File: src/sv/ntpcal_pkg.sv
// ----------------------------------------------------------------------------
// ntpcal_pkg
// Shared types, constants and helper functions for the NTP seconds to
// calendar converter.
// ----------------------------------------------------------------------------
package ntpcal_pkg;

  localparam int SECS_W  = 32;
  localparam int ZONE_W  = 17;
  localparam int LOCAL_W = 33;
  localparam int QUO_W   = 17;
  localparam int DAYS_W  = 17;
  localparam int CNT_W   = 1;
  localparam int NUM_W   = 26;
  localparam int DIVR_W  = 10;

  localparam logic [ZONE_W-1:0] ZONE_RESET = 17'h1D5B0;  // -10832, not exactly UTC-3 (-10800)

  localparam logic [10:0] BASE_YEAR   = 11'd1900;
  localparam logic [1:0]  BASE_MOD4   = 2'd0;    // 1900 mod 4
  localparam logic [6:0]  BASE_MOD100 = 7'd0;    // 1900 mod 100
  localparam logic [8:0]  BASE_MOD400 = 9'd300;  // 1900 mod 400
  localparam logic [6:0]  LAST_MOD100 = 7'd99;
  localparam logic [8:0]  LAST_MOD400 = 9'd399;

  localparam logic [3:0] MONTH_JAN = 4'd1;
  localparam logic [3:0] MONTH_FEB = 4'd2;
  localparam logic [3:0] MONTH_DEC = 4'd12;

  localparam logic [8:0] DAYS_YEAR      = 9'd365;
  localparam logic [8:0] DAYS_LEAP_YEAR = 9'd366;

  // Each constant divisor is an odd part shifted up by a power of two. The
  // odd part is divided by multiplying with floor(2^k / d), which lands at
  // most one short of the true quotient; one compare and subtract fixes it.
  localparam int DIV_STEPS = 2;

  localparam logic [DIVR_W-1:0] DAY_ODD    = 10'd675;    // 86400 = 675 << 7
  localparam logic [16:0]       DAY_RECIP  = 17'd99420;  // floor(2^26 / 675)
  localparam logic [DIVR_W-1:0] HOUR_ODD   = 10'd225;    // 3600 = 225 << 4
  localparam logic [5:0]        HOUR_RECIP = 6'd36;      // floor(2^13 / 225)
  localparam logic [DIVR_W-1:0] MIN_ODD    = 10'd15;     // 60 = 15 << 2
  localparam logic [6:0]        MIN_RECIP  = 7'd68;      // floor(2^10 / 15)
  localparam logic [DIVR_W-1:0] WEEK_ODD   = 10'd7;
  localparam logic [13:0]       WEEK_RECIP = 14'd9362;   // floor(2^16 / 7)

  typedef enum logic [3:0] {
    S_IDLE,
    S_DIV_DAY,
    S_DIV_HOUR,
    S_DIV_MIN,
    S_DIV_WEEK,
    S_YEAR,
    S_MONTH,
    S_DONE
  } state_t;

  typedef enum logic [1:0] {
    DIV_DAY,
    DIV_HOUR,
    DIV_MIN,
    DIV_WEEK
  } div_sel_t;

  typedef struct packed {
    logic             load;
    logic             step;
    logic             last;
    div_sel_t         sel;
    logic             year_step;
    logic             month_step;
    logic             out_load;
  } cmd_t;

  typedef struct packed {
    logic year_done;
    logic month_done;
    logic out_free;
  } stat_t;

  function automatic logic [DIVR_W-1:0] div_odd(input div_sel_t sel);
    logic [DIVR_W-1:0] b;
    case (sel)
      DIV_DAY:  b = DAY_ODD;
      DIV_HOUR: b = HOUR_ODD;
      DIV_MIN:  b = MIN_ODD;
      DIV_WEEK: b = WEEK_ODD;
      default:  b = WEEK_ODD;
    endcase
    return b;
  endfunction

  function automatic logic [4:0] month_len(input logic [3:0] m, input logic leap);
    logic [4:0] l;
    case (m)
      4'd1, 4'd3, 4'd5, 4'd7, 4'd8, 4'd10, 4'd12: l = 5'd31;
      4'd4, 4'd6, 4'd9, 4'd11:                   l = 5'd30;
      4'd2:                                      l = leap ? 5'd29 : 5'd28;
      default:                                   l = 5'd31;
    endcase
    return l;
  endfunction

endpackage

File: src/sv/ntpcal_dp.sv
// ----------------------------------------------------------------------------
// ntpcal_dp
// Datapath: zone offset register, reciprocal-multiply constant dividers,
// year and month walk, and the result register.
// ----------------------------------------------------------------------------
module ntpcal_dp import ntpcal_pkg::*; (
  input  logic              clk,
  input  logic              rst,
  input  cmd_t              cmd,
  output stat_t             stat,
  input  logic [SECS_W-1:0] ntp_seconds,
  input  logic              cfg_we,
  input  logic [ZONE_W-1:0] cfg_data,
  output logic              out_valid,
  input  logic              out_stall,
  output logic [10:0]       year,
  output logic [3:0]        month,
  output logic [4:0]        day_of_month,
  output logic [4:0]        hour,
  output logic [5:0]        minute,
  output logic [5:0]        second,
  output logic [2:0]        weekday
);

  logic [ZONE_W-1:0]  zone;
  logic [LOCAL_W-1:0] rem;
  logic [QUO_W-1:0]   quo;
  logic [DAYS_W-1:0]  total_days;
  logic [DAYS_W-1:0]  days;
  logic [10:0]        yr;
  logic [1:0]         mod4;
  logic [6:0]         mod100;
  logic [8:0]         mod400;
  logic [3:0]         mon;
  logic [4:0]         hr;
  logic [5:0]         mn;
  logic [5:0]         sc;
  logic [2:0]         wd;

  logic signed [LOCAL_W:0]   sum;
  logic [LOCAL_W-1:0]        local_secs;
  logic [42:0]               prod_day;
  logic [18:0]               prod_hour;
  logic [16:0]               prod_min;
  logic [29:0]               prod_week;
  logic [NUM_W-1:0]          num;
  logic [QUO_W-1:0]          est;
  logic [DIVR_W-1:0]         odd;
  logic [QUO_W+DIVR_W-1:0]   back;
  logic [NUM_W-1:0]          diff;
  logic                      ge;
  logic [QUO_W-1:0]          quo_fix;
  logic [DIVR_W-1:0]         rem_fix;
  logic                      leap;
  logic [8:0]                ylen;
  logic [4:0]                mlen;

  // clamp a negative local time to the epoch
  assign sum        = $signed({2'b00, ntp_seconds}) + (LOCAL_W+1)'($signed(zone));
  assign local_secs = sum[LOCAL_W] ? '0 : sum[LOCAL_W-1:0];

  assign prod_day  = {17'b0, rem[LOCAL_W-1:7]} * {26'b0, DAY_RECIP};
  assign prod_hour = {6'b0, rem[16:4]} * {13'b0, HOUR_RECIP};
  assign prod_min  = {7'b0, rem[11:2]} * {10'b0, MIN_RECIP};
  assign prod_week = {14'b0, rem[15:0]} * {16'b0, WEEK_RECIP};

  // numerator is the running value with the power-of-two part dropped
  always_comb begin
    case (cmd.sel)
      DIV_DAY: begin
        num = rem[LOCAL_W-1:7];
        est = prod_day[42:26];
      end
      DIV_HOUR: begin
        num = {13'b0, rem[16:4]};
        est = {11'b0, prod_hour[18:13]};
      end
      DIV_MIN: begin
        num = {16'b0, rem[11:2]};
        est = {10'b0, prod_min[16:10]};
      end
      DIV_WEEK: begin
        num = {10'b0, rem[15:0]};
        est = {3'b0, prod_week[29:16]};
      end
      default: begin
        num = '0;
        est = '0;
      end
    endcase
  end

  // the estimate is short by at most one: fix it with one compare and subtract
  assign odd     = div_odd(cmd.sel);
  assign back    = {{DIVR_W{1'b0}}, quo} * {{QUO_W{1'b0}}, odd};
  assign diff    = num - back[NUM_W-1:0];
  assign ge      = diff >= NUM_W'(odd);
  assign quo_fix = quo + QUO_W'(ge);
  assign rem_fix = ge ? DIVR_W'(diff - NUM_W'(odd)) : DIVR_W'(diff);

  assign leap = ((mod4 == 2'd0) && (mod100 != 7'd0)) || (mod400 == 9'd0);
  assign ylen = leap ? DAYS_LEAP_YEAR : DAYS_YEAR;
  assign mlen = month_len(mon, leap && (mon == MONTH_FEB));

  assign stat.year_done  = days < DAYS_W'(ylen);
  assign stat.month_done = (mon == MONTH_DEC) || (days < DAYS_W'(mlen));
  assign stat.out_free   = !out_valid || !out_stall;

  always_ff @(posedge clk) begin
    if (rst) begin
      zone <= ZONE_RESET;
    end else if (cfg_we) begin
      zone <= cfg_data;
    end
  end

  always_ff @(posedge clk) begin
    if (cmd.load) begin
      rem <= local_secs;
      quo <= '0;
    end else if (cmd.step) begin
      if (!cmd.last) begin
        quo <= est;
      end else begin
        case (cmd.sel)
          DIV_DAY: begin
            total_days <= quo_fix;
            days       <= quo_fix;
            // seconds of day: odd remainder back above the dropped low bits
            rem        <= {16'b0, rem_fix, rem[6:0]};
          end
          DIV_HOUR: begin
            hr  <= quo_fix[4:0];
            rem <= {21'b0, rem_fix[7:0], rem[3:0]};
          end
          DIV_MIN: begin
            mn  <= quo_fix[5:0];
            sc  <= {rem_fix[3:0], rem[1:0]};
            // day count shifted so that the epoch lands on Monday
            rem <= LOCAL_W'(total_days) + LOCAL_W'(1);
          end
          DIV_WEEK: begin
            wd     <= rem_fix[2:0];
            yr     <= BASE_YEAR;
            mod4   <= BASE_MOD4;
            mod100 <= BASE_MOD100;
            mod400 <= BASE_MOD400;
            mon    <= MONTH_JAN;
          end
          default: begin
            rem <= rem;
          end
        endcase
      end
    end else if (cmd.year_step && !stat.year_done) begin
      days   <= days - DAYS_W'(ylen);
      yr     <= yr + 11'd1;
      mod4   <= mod4 + 2'd1;
      mod100 <= (mod100 == LAST_MOD100) ? 7'd0 : mod100 + 7'd1;
      mod400 <= (mod400 == LAST_MOD400) ? 9'd0 : mod400 + 9'd1;
    end else if (cmd.month_step && !stat.month_done) begin
      days <= days - DAYS_W'(mlen);
      mon  <= mon + 4'd1;
    end
  end

  // result register
  always_ff @(posedge clk) begin
    if (rst) begin
      out_valid <= 1'b0;
    end else if (cmd.out_load) begin
      out_valid <= 1'b1;
    end else if (!out_stall) begin
      out_valid <= 1'b0;
    end
  end

  always_ff @(posedge clk) begin
    if (cmd.out_load) begin
      year         <= yr;
      month        <= mon;
      day_of_month <= days[4:0] + 5'd1;
      hour         <= hr;
      minute       <= mn;
      second       <= sc;
      weekday      <= wd;
    end
  end

endmodule

File: src/sv/ntpcal_ctrl.sv
// ----------------------------------------------------------------------------
// ntpcal_ctrl
// Controller: sequences the divider phases, the year walk, the month walk
// and the hand-off to the result register.
// ----------------------------------------------------------------------------
module ntpcal_ctrl import ntpcal_pkg::*; (
  input  logic  clk,
  input  logic  rst,
  input  logic  in_valid,
  output logic  in_stall,
  input  stat_t stat,
  output cmd_t  cmd
);

  state_t           state, state_next;
  logic [CNT_W-1:0] cnt, cnt_next;

  always_ff @(posedge clk) begin
    if (rst) begin
      state <= S_IDLE;
      cnt   <= '0;
    end else begin
      state <= state_next;
      cnt   <= cnt_next;
    end
  end

  assign in_stall = rst || (state != S_IDLE);

  always_comb begin
    state_next     = state;
    cnt_next       = cnt;
    cmd            = '0;
    cmd.sel        = DIV_DAY;
    cmd.last       = (cnt == '0);
    case (state)
      S_IDLE: begin
        if (in_valid) begin
          cmd.load   = 1'b1;
          cnt_next   = CNT_W'(DIV_STEPS - 1);
          state_next = S_DIV_DAY;
        end
      end
      S_DIV_DAY: begin
        cmd.step = 1'b1;
        cmd.sel  = DIV_DAY;
        cnt_next = cnt - 1'b1;
        if (cmd.last) begin
          cnt_next   = CNT_W'(DIV_STEPS - 1);
          state_next = S_DIV_HOUR;
        end
      end
      S_DIV_HOUR: begin
        cmd.step = 1'b1;
        cmd.sel  = DIV_HOUR;
        cnt_next = cnt - 1'b1;
        if (cmd.last) begin
          cnt_next   = CNT_W'(DIV_STEPS - 1);
          state_next = S_DIV_MIN;
        end
      end
      S_DIV_MIN: begin
        cmd.step = 1'b1;
        cmd.sel  = DIV_MIN;
        cnt_next = cnt - 1'b1;
        if (cmd.last) begin
          cnt_next   = CNT_W'(DIV_STEPS - 1);
          state_next = S_DIV_WEEK;
        end
      end
      S_DIV_WEEK: begin
        cmd.step = 1'b1;
        cmd.sel  = DIV_WEEK;
        cnt_next = cnt - 1'b1;
        if (cmd.last) begin
          cnt_next   = '0;
          state_next = S_YEAR;
        end
      end
      S_YEAR: begin
        cmd.year_step = 1'b1;
        if (stat.year_done) begin
          state_next = S_MONTH;
        end
      end
      S_MONTH: begin
        cmd.month_step = 1'b1;
        if (stat.month_done) begin
          state_next = S_DONE;
        end
      end
      S_DONE: begin
        // hold until the result register is free
        if (stat.out_free) begin
          cmd.out_load = 1'b1;
          state_next   = S_IDLE;
        end
      end
      default: begin
        state_next = S_IDLE;
      end
    endcase
  end

endmodule

File: src/sv/ntp_seconds_to_calendar_top.sv
// ----------------------------------------------------------------------------
// ntp_seconds_to_calendar_top
// Converts an NTP seconds count plus a signed zone offset into local
// calendar date, time of day and day of week. One request is converted at a
// time. A request is loaded, goes through four constant divisions (days,
// hours, minutes, weekday), each a reciprocal multiply and a one-step
// correction, then a year walk and a month walk, one year or month per
// cycle, and waits while the result register is stalled. The walks cover up
// to 136 whole years past 1900 and up to month index 11. The result sits in
// an output register, so a new request is taken while the previous result
// is still stalled. Local times below zero clamp to 1900-01-01.
// ----------------------------------------------------------------------------
module ntp_seconds_to_calendar_top import ntpcal_pkg::*; (
  input  logic              clk,
  input  logic              rst,
  input  logic              in_valid,
  output logic              in_stall,
  input  logic [SECS_W-1:0] ntp_seconds,
  input  logic              cfg_valid,
  output logic              cfg_ready,
  input  logic [ZONE_W-1:0] zone_offset_seconds,
  output logic              out_valid,
  input  logic              out_stall,
  output logic [10:0]       year,
  output logic [3:0]        month,
  output logic [4:0]        day_of_month,
  output logic [4:0]        hour,
  output logic [5:0]        minute,
  output logic [5:0]        second,
  output logic [2:0]        weekday
);

  cmd_t  cmd;
  stat_t stat;

  assign cfg_ready = !rst;

  ntpcal_ctrl u_ctrl (
    .clk      (clk),
    .rst      (rst),
    .in_valid (in_valid),
    .in_stall (in_stall),
    .stat     (stat),
    .cmd      (cmd)
  );

  ntpcal_dp u_dp (
    .clk          (clk),
    .rst          (rst),
    .cmd          (cmd),
    .stat         (stat),
    .ntp_seconds  (ntp_seconds),
    .cfg_we       (cfg_valid && cfg_ready),
    .cfg_data     (zone_offset_seconds),
    .out_valid    (out_valid),
    .out_stall    (out_stall),
    .year         (year),
    .month        (month),
    .day_of_month (day_of_month),
    .hour         (hour),
    .minute       (minute),
    .second       (second),
    .weekday      (weekday)
  );

endmodule

File: config.mk
export PLATFORM = sky130hd
export DESIGN_NAME = ntp_seconds_to_calendar_top
export DESIGN_NICKNAME = d
export VERILOG_FILES = /design/src/sv/ntpcal_pkg.sv /design/src/sv/ntpcal_dp.sv /design/src/sv/ntpcal_ctrl.sv /design/src/sv/ntp_seconds_to_calendar_top.sv
export SDC_FILE = /design/constraint.sdc
export NUM_CORES = 1
export LEC_CHECK = 0
export BUFFER_PORTS_ARGS = -buffer_cell sky130_fd_sc_hd__buf_4
export CORE_MARGIN = 4
export CORE_UTILIZATION = 41
export CTS_BUF_LIST = sky130_fd_sc_hd__clkbuf_2 sky130_fd_sc_hd__clkbuf_4 sky130_fd_sc_hd__clkbuf_8
export DETAILED_ROUTE_END_ITERATION = 10
export GPL_TIMING_DRIVEN = 0
export PLACE_DENSITY = 0.65
export SYNTH_ARGS = -nofsm -noshare
export SYNTH_HDL_FRONTEND = slang
export SYNTH_SLANG_ARGS = --single-unit
File: constraint.sdc
create_clock -name clk -period 11.5 [get_ports clk]
set_input_delay 1.15 -clock clk [delete_from_list [all_inputs] [get_ports clk]]
set_output_delay 1.15 -clock clk [all_outputs]
set_load 0.1 [all_outputs]
# == After elaboration in Yosys (flattened, before gate mapping) ==
# Cells that the tools add are included.
# totals
word_cells,191
output_inout_bits,43
regBits,200
# op_classes
n_bitwise,2
order_cmp,3
n_reduce_logical,44
muxes,63
eq_ne,34
add_sub_neg,14
mul,5
# ops
operator,n
$mux 33,4
$pmux 26 s4,1
$pmux 33 s3,1
$mux 17,5
$pmux 17 s4,1
$mux 4,13
$mux 9,5
$mux 11,4
$mul 26x15->41 const B,1
$pmux 10 s4,1
$mux 7,5
$add 33x17->34,1
$pmux 4 s8,1
$mul 16x13->29 const B,1
$reduce_and 4->1,7
$ge 26x10->1,1
$mul 17x10->26,1
$sub 26x26->26,1
$eq 4x3->1 const B,6
$ne 2x2->1 const B,11
$add 17x1->18 const B,1
$add 17x1->17,1
$lt 17x5->1,1
$lt 17x9->1,1
43 further kinds,90

# == Longest topological paths before layout ==
# depth
ltp_word,13
mapped_depth,44
mapped_depth_nobuf,41

# == Modules after synthesis ==
# Synthesis repeated with hierarchy kept, for this count alone.
# unflattened
cells_unflattened,2770
hier_area_um2,26157.6
# modules_own_cells
module,area_per_inst_um2,instances,cells_per_inst
ntpcal_dp,25826.0,1,2724
ntpcal_ctrl,321.6,1,44
ntp_seconds_to_calendar_top,10.0,1,2

# == Worst setup path before layout ==
# No wires, ideal clock.
# synth_path
kind,reg-to-reg
from,register u_ctrl.state[2]
to,"register u_dp.days[16], data pin"
synth_period_minus_slack_ns,8.431
path_stages_with_launch,41
arrival_time_ns,8.164
slack_ns,3.069
path_buffers,5
path_cell_list,dfxtp_1 clkbuf_1 buf_1 mux2i_1 inv_1 ha_1 buf_2 inv_1 clkbuf_1 nand2_1 fa_1 fa_1 fa_1 fa_1 fa_1 ha_1 clkbuf_1 nand2_1 [... 5 more ...] a21oi_1 o21ai_0 nor4_1 o2111ai_1 nand2b_1 nor4_1 nand3_1 a2111oi_0 nand2_1 ha_1 ha_1 nand2_1 nor2_1 and2_1 nand4_1 xnor2_1 nand2_1 o21ai_0
# synth_via
elab_chain_cells,11
word_cells_on_any_way,24
# synth_rtl
element,line_no,text
start: declaration,ntpcal_ctrl.sv:15,"state_t state, state_next;"
start signal: assignment,ntpcal_ctrl.sv:23,state <= state_next;
$eq 4x3->1 or $eq 4x2->1 (tied branches),ntpcal_ctrl.sv:36,case (state)
$pmux 2 s3 (*),ntpcal_ctrl.sv:36,
$eq 2x2->1 (tied with other cells),"ntpcal_pkg.sv:83, ntpcal_dp.sv:69",
$pmux 10 s4,ntpcal_pkg.sv:83,case (sel)
$mul 17x10->26,ntpcal_dp.sv:95,"assign back = {{DIVR_W{1'b0}}, quo} * {{QUO_W{1'b0}}, odd};"
$sub 26x26->26,ntpcal_dp.sv:96,assign diff = num - back[NUM_W-1:0];
$ge 26x10->1 (*),ntpcal_dp.sv:97,assign ge = diff >= NUM_W'(odd);
$add 17x1->17 (*),ntpcal_dp.sv:98,assign quo_fix = quo + QUO_W'(ge);
named net u_dp.quo_fix[16],ntpcal_dp.sv:52,logic [QUO_W-1:0] quo_fix;
$mux 17 (*),ntpcal_dp.sv:125,case (cmd.sel)
$mux 17 (*),ntpcal_dp.sv:122,if (!cmd.last) begin
$mux 17 (*),ntpcal_dp.sv:121,end else if (cmd.step) begin
end signal: assignment,ntpcal_dp.sv:128,days <= quo_fix;
end signal: assignment,ntpcal_dp.sv:156,days <= days - DAYS_W'(ylen);
end signal: assignment,ntpcal_dp.sv:162,days <= days - DAYS_W'(mlen);
end: declaration,ntpcal_dp.sv:29,logic [DAYS_W-1:0] days;
# The timed path passes the listed nets; every way through them passes the cells marked *. The select of a mux whose other input is x is not followed.
# A chain may end at the register's enable or synchronous reset.

# == Final worst setup path ==
# layout_path
from,register u_ctrl.state[2]
to,"register u_dp.days[12], data pin"
# Same word-level chain as after synthesis.

==> out/metrics.csv <==
stage,metric,value,unit
detailed_routing,Total Wirelength,69300,µm
detailed_routing,vias,19556,
layout,highest-count cells in the layout ignoring fill and taps,"inv_1, ha_1, fa_1",
timing,pins over their slew limit,0,
placed_design,HPWL reported at the end of detailed placement,57200,µm
clocking,clock buffer depth,2,
setup_path,critical path's largest stage delay,0.59,ns
grt,grt total ovfl,0,
timing,Final TNS setup,0,ns
synthesis,"Seq/Total Area, Yosys",21.5,%
clocking,CTS tree,yes,
placed_design,port bufs,95,
outcome,outcome,completed,
clocking,cts hold-fix bufs,0,
layout,Final Instance Area,28300,µm²
timing,Period minus WS final,10.73,ns
die,Die Width,260,µm
layout,"non-filler cells, final",3702,
setup_path,r2r setup slk,0.77,ns
layout,Layout area overhead,8.92,%
timing,Worst Skew,0.0321,ns
setup_path,R2R Path Start,u_ctrl.state[2],
synthesis,number of synthesized register bits,199,
timing,Slew HR,11.6,%
hold_path,worst hold endpoint,u_dp.minute[2],
setup_path,Setup crit start kind,register,
layout,share of layout cells above drive strength 1,6.39,%
setup_path,CP max-delay cell,fa_1,
grt,initial antenna violation count,1,
synthesis,Post-Syn Area,25900,µm²
die,I/O pins,97,
detailed_routing,post-detailed-route wirelength per cell,18.7,µm
die,Die H,260,µm
clocking,root buf cell,clkbuf_8,
timing,Final Hold Vio Count,0,
clocking,"Reg clk slew, reported paths",0.12,ns
detailed_routing,initial drt markers,1386,
grt,largest net degree at the start of global routing,29,
detailed_routing,drt via density,5.28,
synthesis,Post-Syn Instances,2730,
setup_path,R2R Path End,u_dp.days[12],
layout,Seq. cell area,5590,µm²
setup_path,WP data required,11.78,ns
layout,NumNets Final,3576,
synthesis,post-synth cell types,85,
clocking,Skew-Pair Late Insertion Delay,0.55,ns
detailed_routing,Residual DRC,0,
setup_path,Crit Path Category,reg -> reg,
timing,Max Clk Rate,93.2,MHz
setup_path,Crit. End Element,register,
synthesis,Post-synth EDFFs,160,
clocking,H-tree Lvls,4,
clocking,number of clock sinks,199,
setup_path,"critical path fanouts, max",10,
timing,Final period util,93.3,%
hold_path,beginning of the worst hold path,u_dp.mn[2],
placed_design,Post-Place Cells,3668,
die,die area,67400,µm²
hold_path,Hold WC Path Type,reg -> reg,
layout,area of the multi-input gates,18200,µm²
hold_path,WHS Path Cells,0,
synthesis,Post-Syn Nets,3457,
layout,"commonest non-fill, non-tap cell in the layout",inv_1,
grt,vias in the first global route,19399,
setup_path,FF-to-FF path depth,38,
synthesis,synth top area cells,"ha_1, fa_1, edfxtp_1, inv_1, xnor2_1",
timing,Worst Tran Pin Value,1.31,ns
die,initial core utilization,41.7,%
setup_path,cell repeated most along the worst path,ha_1,
clocking,Num CTS Buffers,17,
synthesis,syn_area_per_cell,9.50,µm²
grt,first-pass GRT wire length,109000,µm
placed_design,placed inst area,27800,µm²
layout,filler instances,6034,
synthesis,Main synth FF type,edfxtp_1,
grt,GRT Overall Usage,20.8,%
placed_design,Final GP Congestion,0.932,
die,Site Rows,91,
detailed_routing,TritonRoute pass-1 iters,5,
setup_path,crit path DAT,11.01,ns
synthesis,cell taking the most area after synthesis,ha_1,
timing,Final setup viols,0,
timing,RSZ-0062 raised after global routing,no,
synthesis,share of the synthesized area in the top cell type,20.6,%
synthesis,Post-synth ARST share,0,%
detailed_routing,Final ANT Viol Nets,0,
synthesis,Syn. warnings,0,
die,core footprint,62200,µm²
flow_run,max cap viols,0,
==> critical path, delay by kind of cell (launching register included) <==
kind	cells	cell delay (ns)
compound gates	9	2.78
xor+xnor	2	0.39
fa+ha+maj	8	2.81
buf+inv	7	1.97
flops	1	0.32
mux	1	0.54
simple gates	11	1.68
==> final cells by class <==
cell class,count,share of cell area (%)
sequential,199,19.8
clock inverter,15,0.660
buffer,76,1.11
inverter,494,6.56
multi-input combinational,1960,64.6
tap,837,3.71
timing repair buffer,101,2.79
clock buffer,17,0.828
antenna,3,0.0266
==> routing by layer <==
metal  track usage [%]  wire [µm]  vias up
li1                  -          -     9484
met1              29.0      31500     9395
met2              33.1      31200      551
met3              3.09       3990      126
met4              7.47       2530        0
met5                 0          0        -
==> logic make-up (layout without fill, tap and decap cells) <==
kind of cell | after synthesis | in the layout | share of synthesized area [%]
simple gates | 629 | 629 | 11.7
fa+ha+maj | 673 | 673 | 39.6
buf+inv | 571 | 703 | 8.36
mux | 42 | 42 | 1.66
flops | 199 | 199 | 21.5
compound gates | 458 | 458 | 11.8
xor+xnor | 158 | 158 | 5.33
other cells | 0 | 3 | 0
==> synth_stat cells, types with 8 or more instances <==
cell and count:
a22oi_1 10, nor4_1 14, a31oi_1 12, mux2i_1 36
and3_1 23, dfxtp_1 39, nand2_1 166, o22ai_1 13
buf_2 8, xor2_1 58, o21ai_0 91, o21a_1 13
a211oi_1 16, or3_1 19, nand2b_1 15, fa_1 246
nor2_1 163, nor2b_1 26, clkbuf_1 63, o21bai_1 21
o2111ai_1 8, nor3_1 30, edfxtp_1 160, o211ai_1 11
nand3_1 59, a221oi_1 11, a222oi_1 8, a21o_1 42
xnor2_1 100, ha_1 427, nand4_1 15, and2_1 69
a21oi_1 119, inv_1 490
==> worst max-delay path by stage <==
stage	from	end	slack, ns
floorplan	u_ctrl.state[2]	u_dp.days[16]	3.07
global placement	u_ctrl.state[2]	u_dp.days[16]	0.23
detailed placement	u_ctrl.state[2]	u_dp.days[16]	0.17
CTS	u_ctrl.state[2]	u_dp.days[16]	0.14
global route	u_ctrl.state[2]	u_dp.days[12]	0.16
finish	u_ctrl.state[2]	u_dp.days[12]	0.77
==> what timing repair did <==
action,CTS,global route
resized for setup,0,6
endpoints found under the setup margin,0,42
endpoints found under the hold margin,0,0
buffers inserted,0,0
==> through the flow <==
step           setup slack (ns)  hold WS, ns  util [%]
5_1_grt                   0.163        0.433      45.4
4_1_cts                   0.145        0.420      45.4
3_5_place_dp              0.172        0.405      44.7
2_1_floorplan              3.07        0.400         -
3_3_place_gp              0.233        0.404      44.6
6_report                  0.765        0.428      45.5
==> registers in the layout (all words and copies together) (netlist names), 7 cells and up <==
| signal | count |
|---|---|
| u_dp.year | 11 |
| u_dp.zone | 17 |
| u_dp.mod100 | 7 |
| u_dp.mod400 | 9 |
| u_dp.yr | 11 |
| u_dp.total_days | 17 |
| u_dp.days | 17 |
| u_dp.quo | 17 |
| u_dp.rem | 33 |
Power is left out: the tool's default activity adds up to more than one toggle a clock period on the data nets, which glitch-free logic cannot reach.
